### src/assert_macros.svh
`ifndef ASSERT_MACROS_SVH
`define ASSERT_MACROS_SVH

// Same-cycle implication, sampled on clk, off while rst is high.
`define ASSERT_IMP(lbl, ante, cons, msg) \
  lbl: assert property (@(posedge clk) disable iff (rst) (ante) |-> (cons)) else $error(msg);

// Next-cycle implication, sampled on clk, off while rst is high.
`define ASSERT_NXT(lbl, ante, cons, msg) \
  lbl: assert property (@(posedge clk) disable iff (rst) (ante) |=> (cons)) else $error(msg);

`endif

### src/pctd_pkg.sv
package pctd_pkg;

  localparam int VALUE_BITS      = 31;
  localparam int COUNT_OUT_BITS  = 16;
  localparam int DEF_VALUE_WIDTH = 31;
  localparam int DEF_COUNT_WIDTH = 16;

  typedef struct packed {
    logic capture;    // take the input word
    logic init_div;   // divisor back to 3
    logic start_div;  // preload remainder for current divisor
    logic step;       // one remainder bit
    logic emit;       // load output register
    logic prime;      // verdict that goes with emit
  } pctd_cmd_t;

  typedef struct packed {
    logic lt2;
    logic lt4;
    logic even;
    logic sq_gt;      // divisor squared exceeds value
    logic last_bit;   // current step finishes the remainder
    logic rem_zero;   // remainder after current step is zero
    logic out_busy;   // output register still waiting
  } pctd_status_t;

endpackage

### src/pctd_in_if.sv
interface pctd_in_if;
  logic                             valid;
  logic                             ready;
  logic [pctd_pkg::VALUE_BITS-1:0]  value;
  logic                             last;

  modport source (output valid, output value, output last, input ready);
  modport sink   (input valid, input value, input last, output ready);
endinterface

### src/pctd_out_if.sv
interface pctd_out_if;
  logic                                 valid;
  logic                                 ready;
  logic                                 is_prime;
  logic [pctd_pkg::COUNT_OUT_BITS-1:0]  prime_count;
  logic                                 set_done;

  modport source (output valid, output is_prime, output prime_count, output set_done,
                  input ready);
  modport sink   (input valid, input is_prime, input prime_count, input set_done,
                  output ready);
endinterface

### src/pctd_datapath.sv
module pctd_datapath #(
  parameter int VALUE_WIDTH = pctd_pkg::DEF_VALUE_WIDTH,
  parameter int COUNT_WIDTH = pctd_pkg::DEF_COUNT_WIDTH
) (
  input  logic                                 clk,
  input  logic                                 rst,
  input  pctd_pkg::pctd_cmd_t                  cmd,
  output pctd_pkg::pctd_status_t               status,
  input  logic [pctd_pkg::VALUE_BITS-1:0]      in_value,
  input  logic                                 in_last,
  output logic                                 out_valid,
  input  logic                                 out_ready,
  output logic                                 out_is_prime,
  output logic [pctd_pkg::COUNT_OUT_BITS-1:0]  out_prime_count,
  output logic                                 out_set_done
);

  localparam int VW = VALUE_WIDTH;
  localparam int DW = VALUE_WIDTH / 2 + 2;   // divisor never passes sqrt(2^VW) + 2
  localparam int SW = VALUE_WIDTH + 1;       // divisor squared
  localparam int KW = $clog2(VALUE_WIDTH + 1);

  logic [VW-1:0]          val;
  logic                   last_q;
  logic [DW-1:0]          d;
  logic [SW-1:0]          sq;
  logic [KW-1:0]          k;       // floor(log2(d))
  logic [DW-1:0]          r;
  logic [KW-1:0]          idx;
  logic [COUNT_WIDTH-1:0] running;

  logic [DW:0]            r_shift;
  logic [DW:0]            r_sub;
  logic [DW-1:0]          r_new;
  logic [DW-1:0]          r_pre;
  logic [KW-1:0]          idx_init;
  logic [DW-1:0]          d_next;
  logic [SW-1:0]          sq_next;
  logic [KW-1:0]          k_inc;
  logic [KW-1:0]          k_next;
  logic [COUNT_WIDTH-1:0] cnt_inc;

  // one bit of restoring division per step
  assign r_shift = {r, val[idx]};
  assign r_sub   = r_shift - {1'b0, d};
  assign r_new   = (r_shift >= {1'b0, d}) ? r_sub[DW-1:0] : r_shift[DW-1:0];

  // top k bits of the value are already below the divisor
  assign r_pre    = DW'(val >> (KW'(VALUE_WIDTH) - k));
  assign idx_init = KW'(VALUE_WIDTH - 1) - k;

  // (d+2)^2 = d^2 + 4d + 4
  assign d_next  = d + DW'(2);
  assign sq_next = sq + SW'({d, 2'b00}) + SW'(4);
  assign k_inc   = k + KW'(1);
  assign k_next  = ((d_next >> k_inc) != '0) ? k_inc : k;

  assign cnt_inc = (cmd.prime && running != '1) ? running + COUNT_WIDTH'(1) : running;

  always_comb begin
    status.lt2      = val < VW'(2);
    status.lt4      = val < VW'(4);
    status.even     = !val[0];
    status.sq_gt    = sq > SW'(val);
    status.last_bit = idx == '0;
    status.rem_zero = r_new == '0;
    status.out_busy = out_valid && !out_ready;
  end

  always_ff @(posedge clk) begin
    if (cmd.capture) begin
      val    <= in_value[VW-1:0];
      last_q <= in_last;
    end
    if (cmd.init_div) begin
      d  <= DW'(3);
      sq <= SW'(9);
      k  <= KW'(1);
    end
    if (cmd.start_div) begin
      r   <= r_pre;
      idx <= idx_init;
    end
    if (cmd.step) begin
      r   <= r_new;
      idx <= idx - KW'(1);
      if (idx == '0) begin
        d  <= d_next;
        sq <= sq_next;
        k  <= k_next;
      end
    end
    if (cmd.emit) begin
      out_is_prime    <= cmd.prime;
      out_prime_count <= pctd_pkg::COUNT_OUT_BITS'(cnt_inc);
      out_set_done    <= last_q;
    end
  end

  always_ff @(posedge clk) begin
    if (rst) begin
      running   <= '0;
      out_valid <= 1'b0;
    end else begin
      if (cmd.emit) begin
        running   <= last_q ? '0 : cnt_inc;
        out_valid <= 1'b1;
      end else if (out_ready) begin
        out_valid <= 1'b0;
      end
    end
  end

endmodule

### src/pctd_ctrl.sv
module pctd_ctrl (
  input  logic                    clk,
  input  logic                    rst,
  input  logic                    in_valid,
  output logic                    in_ready,
  input  pctd_pkg::pctd_status_t  status,
  output pctd_pkg::pctd_cmd_t     cmd
);

  typedef enum logic [2:0] {
    S_IDLE,
    S_CLASSIFY,
    S_CHECK,
    S_STEP,
    S_DONE
  } state_t;

  state_t state;
  state_t state_next;
  logic   verdict;
  logic   verdict_next;

  assign in_ready = state == S_IDLE;

  always_comb begin
    state_next   = state;
    verdict_next = verdict;
    cmd          = '0;
    cmd.prime    = verdict;
    case (state)
      S_IDLE: begin
        if (in_valid) begin
          cmd.capture = 1'b1;
          state_next  = S_CLASSIFY;
        end
      end
      S_CLASSIFY: begin
        if (status.lt2) begin
          verdict_next = 1'b0;
          state_next   = S_DONE;
        end else if (status.lt4) begin
          verdict_next = 1'b1;
          state_next   = S_DONE;
        end else if (status.even) begin
          verdict_next = 1'b0;
          state_next   = S_DONE;
        end else begin
          cmd.init_div = 1'b1;
          state_next   = S_CHECK;
        end
      end
      S_CHECK: begin
        if (status.sq_gt) begin
          verdict_next = 1'b1;
          state_next   = S_DONE;
        end else begin
          cmd.start_div = 1'b1;
          state_next    = S_STEP;
        end
      end
      S_STEP: begin
        cmd.step = 1'b1;
        if (status.last_bit) begin
          if (status.rem_zero) begin
            verdict_next = 1'b0;
            state_next   = S_DONE;
          end else begin
            state_next = S_CHECK;
          end
        end
      end
      S_DONE: begin
        if (!status.out_busy) begin
          cmd.emit   = 1'b1;
          state_next = S_IDLE;
        end
      end
      default: begin
        state_next = S_IDLE;
      end
    endcase
  end

  always_ff @(posedge clk) begin
    if (rst) begin
      state   <= S_IDLE;
      verdict <= 1'b0;
    end else begin
      state   <= state_next;
      verdict <= verdict_next;
    end
  end

endmodule

### src/prime_count_trial_division.sv
// Primality tester and per-set prime counter.
// in_ch carries one word per item: value (low VALUE_WIDTH bits used) and last,
// which closes the current set. out_ch returns one word per item: is_prime,
// prime_count (primes so far in the set including this one, saturating at
// 2^COUNT_WIDTH-1, low 16 bits shown) and set_done (copy of last).
// One item is in work at a time; in_ch.ready is high only while idle.
// Values below 4 and even values are settled in S_CLASSIFY and go straight to S_DONE.
// Odd values are trial-divided by 3, 5, 7, ... while d*d <= value; each
// divisor runs S_CHECK and then S_STEP over the low VALUE_WIDTH - floor(log2(d))
// value bits in a bit-serial remainder unit. Worst case for 31-bit primes is
// about 23k divisors.
// The result sits in an output register; a new item is accepted and worked
// on while out_ch is stalled, and it only waits at the end for the register
// to free up.
// Synchronous reset clears the controller, the output valid and the running
// count; no warm-up is needed.
`include "assert_macros.svh"

module prime_count_trial_division #(
  parameter int VALUE_WIDTH = pctd_pkg::DEF_VALUE_WIDTH,
  parameter int COUNT_WIDTH = pctd_pkg::DEF_COUNT_WIDTH
) (
  input  logic        clk,
  input  logic        rst,
  pctd_in_if.sink     in_ch,
  pctd_out_if.source  out_ch
);

  pctd_pkg::pctd_cmd_t    cmd;
  pctd_pkg::pctd_status_t status;

  pctd_ctrl u_ctrl (
    .clk      (clk),
    .rst      (rst),
    .in_valid (in_ch.valid),
    .in_ready (in_ch.ready),
    .status   (status),
    .cmd      (cmd)
  );

  pctd_datapath #(
    .VALUE_WIDTH (VALUE_WIDTH),
    .COUNT_WIDTH (COUNT_WIDTH)
  ) u_datapath (
    .clk             (clk),
    .rst             (rst),
    .cmd             (cmd),
    .status          (status),
    .in_value        (in_ch.value),
    .in_last         (in_ch.last),
    .out_valid       (out_ch.valid),
    .out_ready       (out_ch.ready),
    .out_is_prime    (out_ch.is_prime),
    .out_prime_count (out_ch.prime_count),
    .out_set_done    (out_ch.set_done)
  );

  `ASSERT_NXT(a_one_in_flight, in_ch.valid && in_ch.ready, !in_ch.ready, "second word taken while busy")
  `ASSERT_IMP(a_no_overwrite, cmd.emit, !status.out_busy, "pending result overwritten")
  `ASSERT_IMP(a_prime_counted, out_ch.valid && out_ch.is_prime, (COUNT_WIDTH > 16) || (out_ch.prime_count != 0), "prime result with zero count")

endmodule
### src/flat_wrapper.sv
// flat-port wrapper written by rule: the top's interface ports become plain ports
module prime_count_trial_division_flat 
#(
  parameter int VALUE_WIDTH = pctd_pkg::DEF_VALUE_WIDTH,
  parameter int COUNT_WIDTH = pctd_pkg::DEF_COUNT_WIDTH
)
  (clk, rst, in_ch_valid, in_ch_value, in_ch_last, in_ch_ready, out_ch_valid, out_ch_is_prime, out_ch_prime_count, out_ch_set_done, out_ch_ready);
  pctd_in_if in_ch_i ();
  pctd_out_if out_ch_i ();
  input  logic clk;
  input  logic rst;
  input wire logic [$bits(in_ch_i.valid)-1:0] in_ch_valid;
  input wire logic [$bits(in_ch_i.value)-1:0] in_ch_value;
  input wire logic [$bits(in_ch_i.last)-1:0] in_ch_last;
  output wire logic [$bits(in_ch_i.ready)-1:0] in_ch_ready;
  output wire logic [$bits(out_ch_i.valid)-1:0] out_ch_valid;
  output wire logic [$bits(out_ch_i.is_prime)-1:0] out_ch_is_prime;
  output wire logic [$bits(out_ch_i.prime_count)-1:0] out_ch_prime_count;
  output wire logic [$bits(out_ch_i.set_done)-1:0] out_ch_set_done;
  input wire logic [$bits(out_ch_i.ready)-1:0] out_ch_ready;
  assign in_ch_i.valid = in_ch_valid;
  assign in_ch_i.value = in_ch_value;
  assign in_ch_i.last = in_ch_last;
  assign in_ch_ready = in_ch_i.ready;
  assign out_ch_valid = out_ch_i.valid;
  assign out_ch_is_prime = out_ch_i.is_prime;
  assign out_ch_prime_count = out_ch_i.prime_count;
  assign out_ch_set_done = out_ch_i.set_done;
  assign out_ch_i.ready = out_ch_ready;
  prime_count_trial_division #(.VALUE_WIDTH(VALUE_WIDTH), .COUNT_WIDTH(COUNT_WIDTH)) u_core (.clk(clk), .rst(rst), .in_ch(in_ch_i), .out_ch(out_ch_i));
endmodule
### config.mk
export PLATFORM = sky130hd
export DESIGN_NAME = prime_count_trial_division_flat
export DESIGN_NICKNAME = d
export VERILOG_FILES = /design/src/pctd_pkg.sv /design/src/pctd_in_if.sv /design/src/pctd_out_if.sv /design/src/pctd_datapath.sv /design/src/pctd_ctrl.sv /design/src/prime_count_trial_division.sv /design/src/flat_wrapper.sv
export VERILOG_INCLUDE_DIRS = /design/src /design/src/src
export SDC_FILE = /design/constraint.sdc
export NUM_CORES = 1
export LEC_CHECK = 0
export ABC_AREA = 1
export BUFFER_PORTS_ARGS = -buffer_cell sky130_fd_sc_hd__buf_2
export CORE_MARGIN = 2
export CORE_UTILIZATION = 65
export CTS_CLUSTER_SIZE = 14
export DETAILED_ROUTE_END_ITERATION = 10
export PLACE_DENSITY = 0.84
export SLEW_MARGIN = 10
export SYNTH_ARGS = -nofsm -noshare
export SYNTH_HDL_FRONTEND = slang
export SYNTH_SLANG_ARGS = --single-unit
### constraint.sdc
create_clock -name clk -period 5.2 [get_ports clk]
set_input_delay 0.26 -clock clk [delete_from_list [all_inputs] [get_ports clk]]
set_output_delay 0.26 -clock clk [all_outputs]
set_load 0.02 [all_outputs]
Yosys cells after proc, flatten, opt, wreduce, memory -nomap -nowiden
Cells that the tools add are included.
{"block": "word_totals", "reg_bits": 147, "out_inout_bits": 20}
{"block": "op_classes", "addsub": 9, "order_cmp": 5, "n_eq_ne": 12, "n_shift": 2, "muxes": 48, "n_reduce_logical": 12}
{"op": "$mux 17", "count": 6}
{"op": "$mux 32", "count": 3}
{"op": "$add 32x19->32", "count": 1}
{"op": "$add 32x3->32 const B", "count": 1}
{"op": "$gt 32x31->1", "count": 1}
{"op": "$mux 16", "count": 2}
{"op": "$lt 31x2->1 const B", "count": 1}
{"op": "$lt 31x3->1 const B", "count": 1}
{"op": "$shr 31x5->17", "count": 1}
{"op": "$mux 5", "count": 6}
{"op": "$mux 3", "count": 8}
{"op": "$mux 1", "count": 20}
{"op": "$ge 18x17->1", "count": 1}
{"op": "$add 17x2->17 const B", "count": 1}
{"op": "$logic_not 17->1", "count": 1}
{"op": "$reduce_bool 17->1", "count": 1}
{"op": "$shr 17x5->17", "count": 1}
{"op": "$sub 17x17->17", "count": 1}
{"op": "$add 16x1->16 const B", "count": 1}
{"op": "$ne 16x16->1 const B", "count": 1}
{"op": "$pmux 3 s5", "count": 1}
{"op": "$sub 5x5->5 const A", "count": 2}
{"op": "$eq 3x2->1 const B", "count": 2}
{"op": "$lt 5x6->1 const B", "count": 1}
{"op": "other kinds (18)", "count": 23}

Depth between registers and ports, before layout
{"block": "depth", "depth_word": 8, "mapped_depth": 29, "depth_no_buf": 28}

By module
A second synthesis with hierarchy kept.
{"block": "hier_totals", "cells_unflattened": 1599, "area_unflattened_um2": 11511.0}
{"mod": "pctd_datapath", "instances": 1, "cells_each": 1544, "area_each_um2": 11165.7, "seq_area_each_um2": 3663.5}
{"mod": "pctd_ctrl", "instances": 1, "cells_each": 55, "area_each_um2": 345.3, "seq_area_each_um2": 80.1}

Worst setup path after synthesis
No wires, ideal clock.
{"block": "synth_timing", "path_kind": "register to register", "from": "register u_core.u_datapath.idx[0]", "to": "register u_core.u_ctrl.verdict", "arrival_ns": 3.094, "t_required_ns": 5.085, "setup_slack_ns": 1.991, "path_stages_with_launch": 28, "path_buffers": 3, "path_cell_list": "edfxtp_1 buf_2 inv_2 buf_2 a21oi_1 o21ai_0 o211ai_1 nand2_1 nand3b_1 nand2_1 ha_1 inv_1 fa_1 nand3_1 nand3_2 nand2_2 nand2_4 buf_6 nand2_1 nand2_1 nor2_2 nand3_2 nor2_2 nand3_1 nand2_2 nand3_1 nand2_1 nor2_1"}
{"block": "synth_via", "elab_chain_cells": 7}
{"element": "from (decl)", "line_no": "pctd_datapath.sv:29", "text": "logic [KW-1:0] idx;"}
{"element": "from (signal assigned)", "line_no": "pctd_datapath.sv:82", "text": "idx <= idx_init;"}
{"element": "from (signal assigned)", "line_no": "pctd_datapath.sv:86", "text": "idx <= idx - KW'(1);"}
{"element": "$bmux 1 s5", "line_no": "pctd_datapath.sv:44", "text": "assign r_shift = {r, val[idx]};"}
{"element": "$mux 1 (implied by the code)", "line_no": "pctd_datapath.sv:44"}
{"element": "$sub 17x17->17 or $ge 18x17->1 (tied branches)", "line_no": "pctd_datapath.sv:45, pctd_datapath.sv:46"}
{"element": "$mux 17", "line_no": "pctd_datapath.sv:46", "text": "assign r_new = (r_shift >= {1'b0, d}) ? r_sub[DW-1:0] : r_shift[DW-1:0];"}
{"element": "$logic_not 17->1", "line_no": "pctd_datapath.sv:66", "text": "status.rem_zero = r_new == '0;"}
{"element": "$ne 2x1->1 (no source line)"}
{"element": "$reduce_and 5->1 (no source line) *"}
{"element": "to (signal assigned)", "line_no": "pctd_ctrl.sv:90", "text": "verdict <= verdict_next;"}
{"element": "to (decl)", "line_no": "pctd_ctrl.sv:20", "text": "logic verdict;"}
Mark *: on every way between the ends. The rest lies on a longest branch, timed or not. The select of a mux whose other input is x is not followed.
A chain may end at the register's enable or synchronous reset.

Final worst setup path
Ends and elaborated chain as after synthesis.

==> results.cfg <==
[status]
outcome = completed

[routing]
totalWireLength_um = 32400
ant_nets = 0
vias_per_cell = 5.94
drtIter0Drc = 1267
vias = 11200
post_drt_wl_per_cell_um = 17.2
drc = 0
firstDrtPassIters = 6

[placement]
placed_cells = 1836
hpwl_um = 24200
io_buffers = 55
place_congestion = 0.991

[global_route]
met3_usage_pct = 6.11
grt_pass1_vias = 10400
grt_busiest_layer = met2
track_usage_pct = 35.7
use_met1_pct = 48.4
grt_max_degree = 76
antenna_found_initial = 0
gr-total-overflow = 0
met2_usage_pct = 57.9
grt_pass1_wl_um = 51500

[min_path]
worstHoldStart = in_ch_value[20]
min_to = u_core.u_datapath.val[20]
hold_class = in2reg
hold_depth = 1

[synth]
ys_seq_area_share_pct = 33.1
syn_inst = 1597
synth_ff_type = edfxtp_1
post_synth_num_cell_types = 59
syn_area_sq_mm = 0.0113
ys_ff_latch = 147
synth_edf_count = 80
avgSynthCellArea_sq_um = 7.08
synthesis.nets = 1721
async_flop_share_pct = 0
ys_warn_count = 0

[setup_path]
r2r_cells = 25
r2r_slack_ns = 1.00
reg2reg_from = u_core.u_datapath.idx[0]
rr_endpoint = u_core.u_ctrl.verdict
cp_data_required_time_ns = 5.52
criticalPathCategory = reg2reg
cp.arrival_ns = 4.52
start_kind = flip-flop
cp_max_fo = 19
end_kind = flip-flop

[clock_network]
cts_buffer_depth = 2
cts_num_sinks = 147
cts_made_buffers = 17
cts_tree = done
ctsResizeCount = 0
cts-root-buf = clkbuf_16
cts_htree_levels = 4
clock_latency_ns = 0.43
clkTransAtPathRegs_ns = 0.06

[power_and_ir_drop]
clockPowerShare_pct = 32.6
power.leakage_nw = 5.75
intPower_w = 0.00236
swShare_pct = 36.5
comb_power_share_pct = 28.4
ir_drop_v = 0.000291
seq_power_share_pct = 39.0
p_per_area_mw_per_mm2 = 298
switching_power_w = 0.00136

[timing]
worst_pin_slew_ns = 1.17
fin_skew_ns = 0.0120
hold_violations = 0
slew_headroom_pct = 21.8
rsz0062_at_grt = false
tns_ns = 0
timing.final.max_slew_violations = 0
fin_crit_ns = 4.20
fin_crit_sh_pct = 80.7
fmax_ghz = 0.238
setup_viol = 0

[floorplanning]
die_y_um = 136
coreArea_sq_mm = 0.0172
start_util_pct = 65.8
io_pins = 56
fp-row-count = 48
die_w_um = 136
dieArea_sq_mm = 0.0185

[final_layout]
regArea_sq_mm = 0.00374
drive_gt1_share_pct = 8.72
fin_cells = 1887
multi_input_area_sq_mm = 0.00657
layout_common_cells = nand2_1, inv_1, o21ai_0, a21oi_1, nand3_1
nets = 1773
area_delta_synth_final_pct = 10.4
final_common_cell = nand2_1
diodes = 0
fillers = 1401

[job]
drv_cap = 0
-- timing repair --
item,CTS,global route
hold endpoints to repair,18,1
setup buffers,0,0
hold buffers,18,1
-- how the worst max path moves through the flow --
stage                             startpoint                    end  depth (start not counted)
floorplan           u_core.u_datapath.idx[0]  u_core.u_ctrl.verdict                         27
global placement    u_core.u_datapath.idx[0]  u_core.u_ctrl.verdict                         23
detailed placement  u_core.u_datapath.idx[0]  u_core.u_ctrl.verdict                         23
CTS                 u_core.u_datapath.idx[0]  u_core.u_ctrl.verdict                         25
global route        u_core.u_datapath.idx[0]  u_core.u_ctrl.verdict                         23
finish              u_core.u_datapath.idx[0]  u_core.u_ctrl.verdict                         25
-- kinds of logic after synthesis --
| logic type | Yosys count | share of synthesized area, % |
|---|---|---|
| buffers and inverters | 258 | 8.88 |
| AND/OR/NAND/NOR | 716 | 27.4 |
| multiplexers | 9 | 0.808 |
| flip-flops | 147 | 33.1 |
| XOR/XNOR | 39 | 3.02 |
| adder cells (fa/ha/maj) | 88 | 9.87 |
| AO/OA/AOI/OAI | 340 | 16.9 |
-- flip-flops by register name, summed over array words and instances, names as in the netlist --
register / cells
u_core.u_datapath.out_set_done: 1
u_core.u_datapath.sq: 32
u_core.u_datapath.running: 16
u_core.u_datapath.last_q: 1
u_core.u_datapath.r: 17
u_core.u_ctrl.state: 3
u_core.u_datapath.val: 31
u_core.u_datapath.out_valid: 1
u_core.u_datapath.d: 17
u_core.u_ctrl.verdict: 1
u_core.u_datapath.out_is_prime: 1
u_core.u_datapath.out_prime_count: 16
u_core.u_datapath.k: 5
u_core.u_datapath.idx: 5
-- layout make-up --
type | instances | area share (%)
Clock inverter | 15 | 1.19
Clock buffer | 17 | 3.41
Inverter | 208 | 6.25
Tap cell | 225 | 2.26
Sequential cell | 147 | 30.0
Timing Repair Buffer | 83 | 4.27
Multi-Input combinational cell | 1192 | 52.6
-- critical path: stages, from the launching register on --
cell and delay, ns:
edfxtp_1 0.71, inv_2 0.27, nand2_1 0.12, nand3_1 0.07, nand2_1 0.08, a21oi_1 0.06
nand2_1 0.08, nand3_1 0.16, nand2_1 0.16, ha_1 0.17, inv_1 0.09, fa_1 0.44
nand3_1 0.15, nand3_2 0.09, nand2_2 0.24, nand2_4 0.20, nand3_1 0.12, nand2_1 0.10
nor2_1 0.13, nand2_1 0.09, nor2_2 0.12, nand3_1 0.11, nand2_2 0.10, nand3_1 0.06
nand2_1 0.10, nor2_1 0.05
-- power by group through the flow --
stage | combinational [W] | sequential, W | clock (W)
after detailed placement | 0.00101 | 0.00147 | 0
final | 0.00106 | 0.00145 | 0.00121
after floorplan | 0.000762 | 0.00143 | 0
after global routing | 0.00118 | 0.00146 | 0.00126
after global placement | 0.000990 | 0.00147 | 0
after CTS | 0.00104 | 0.00144 | 0.00121
-- synth_stat cells (12+ instances only) --
cell type / number / area, sq um
nand2_1: 436 / 1640
nor3_1: 19 / 95.1
ha_1: 86 / 1080
o22ai_1: 19 / 119
a21oi_1: 105 / 526
nand3_1: 102 / 510
nand4_1: 24 / 150
clkbuf_1: 33 / 124
inv_1: 192 / 721
xor2_1: 31 / 272
edfxtp_1: 80 / 2400
dfxtp_1: 67 / 1340
o21ai_0: 143 / 716
inv_2: 12 / 45.0
o211ai_1: 15 / 113
nor2_1: 84 / 315
-- through the flow --
stage | cell area (sq um) | setup WS (ns) | utilization, % | hold slack (ns) | total power [W]
final | 12500 | 1.00 | 72.7 | 0.00390 | 0.00372
after global routing | 12500 | 0.701 | 72.7 | 0.000278 | 0.00390
after CTS | 12500 | 1.12 | 72.6 | 0.000829 | 0.00369
after detailed placement | 11700 | 1.17 | 68.2 | 0.438 | 0.00248
after global placement | 11700 | 1.32 | 68.2 | 0.436 | 0.00246
after floorplan | 11300 | 1.99 | - | 0.359 | 0.00219
-- per-layer routing --
layer / part of all wire, % / vias to the layer above
met1: 42 / 5082
met4: 3.1 / 0
met5: 0 / -
met2: 46 / 559
li1: - / 5489
met3: 8.7 / 81
Power figures use the tool's default switching activity.
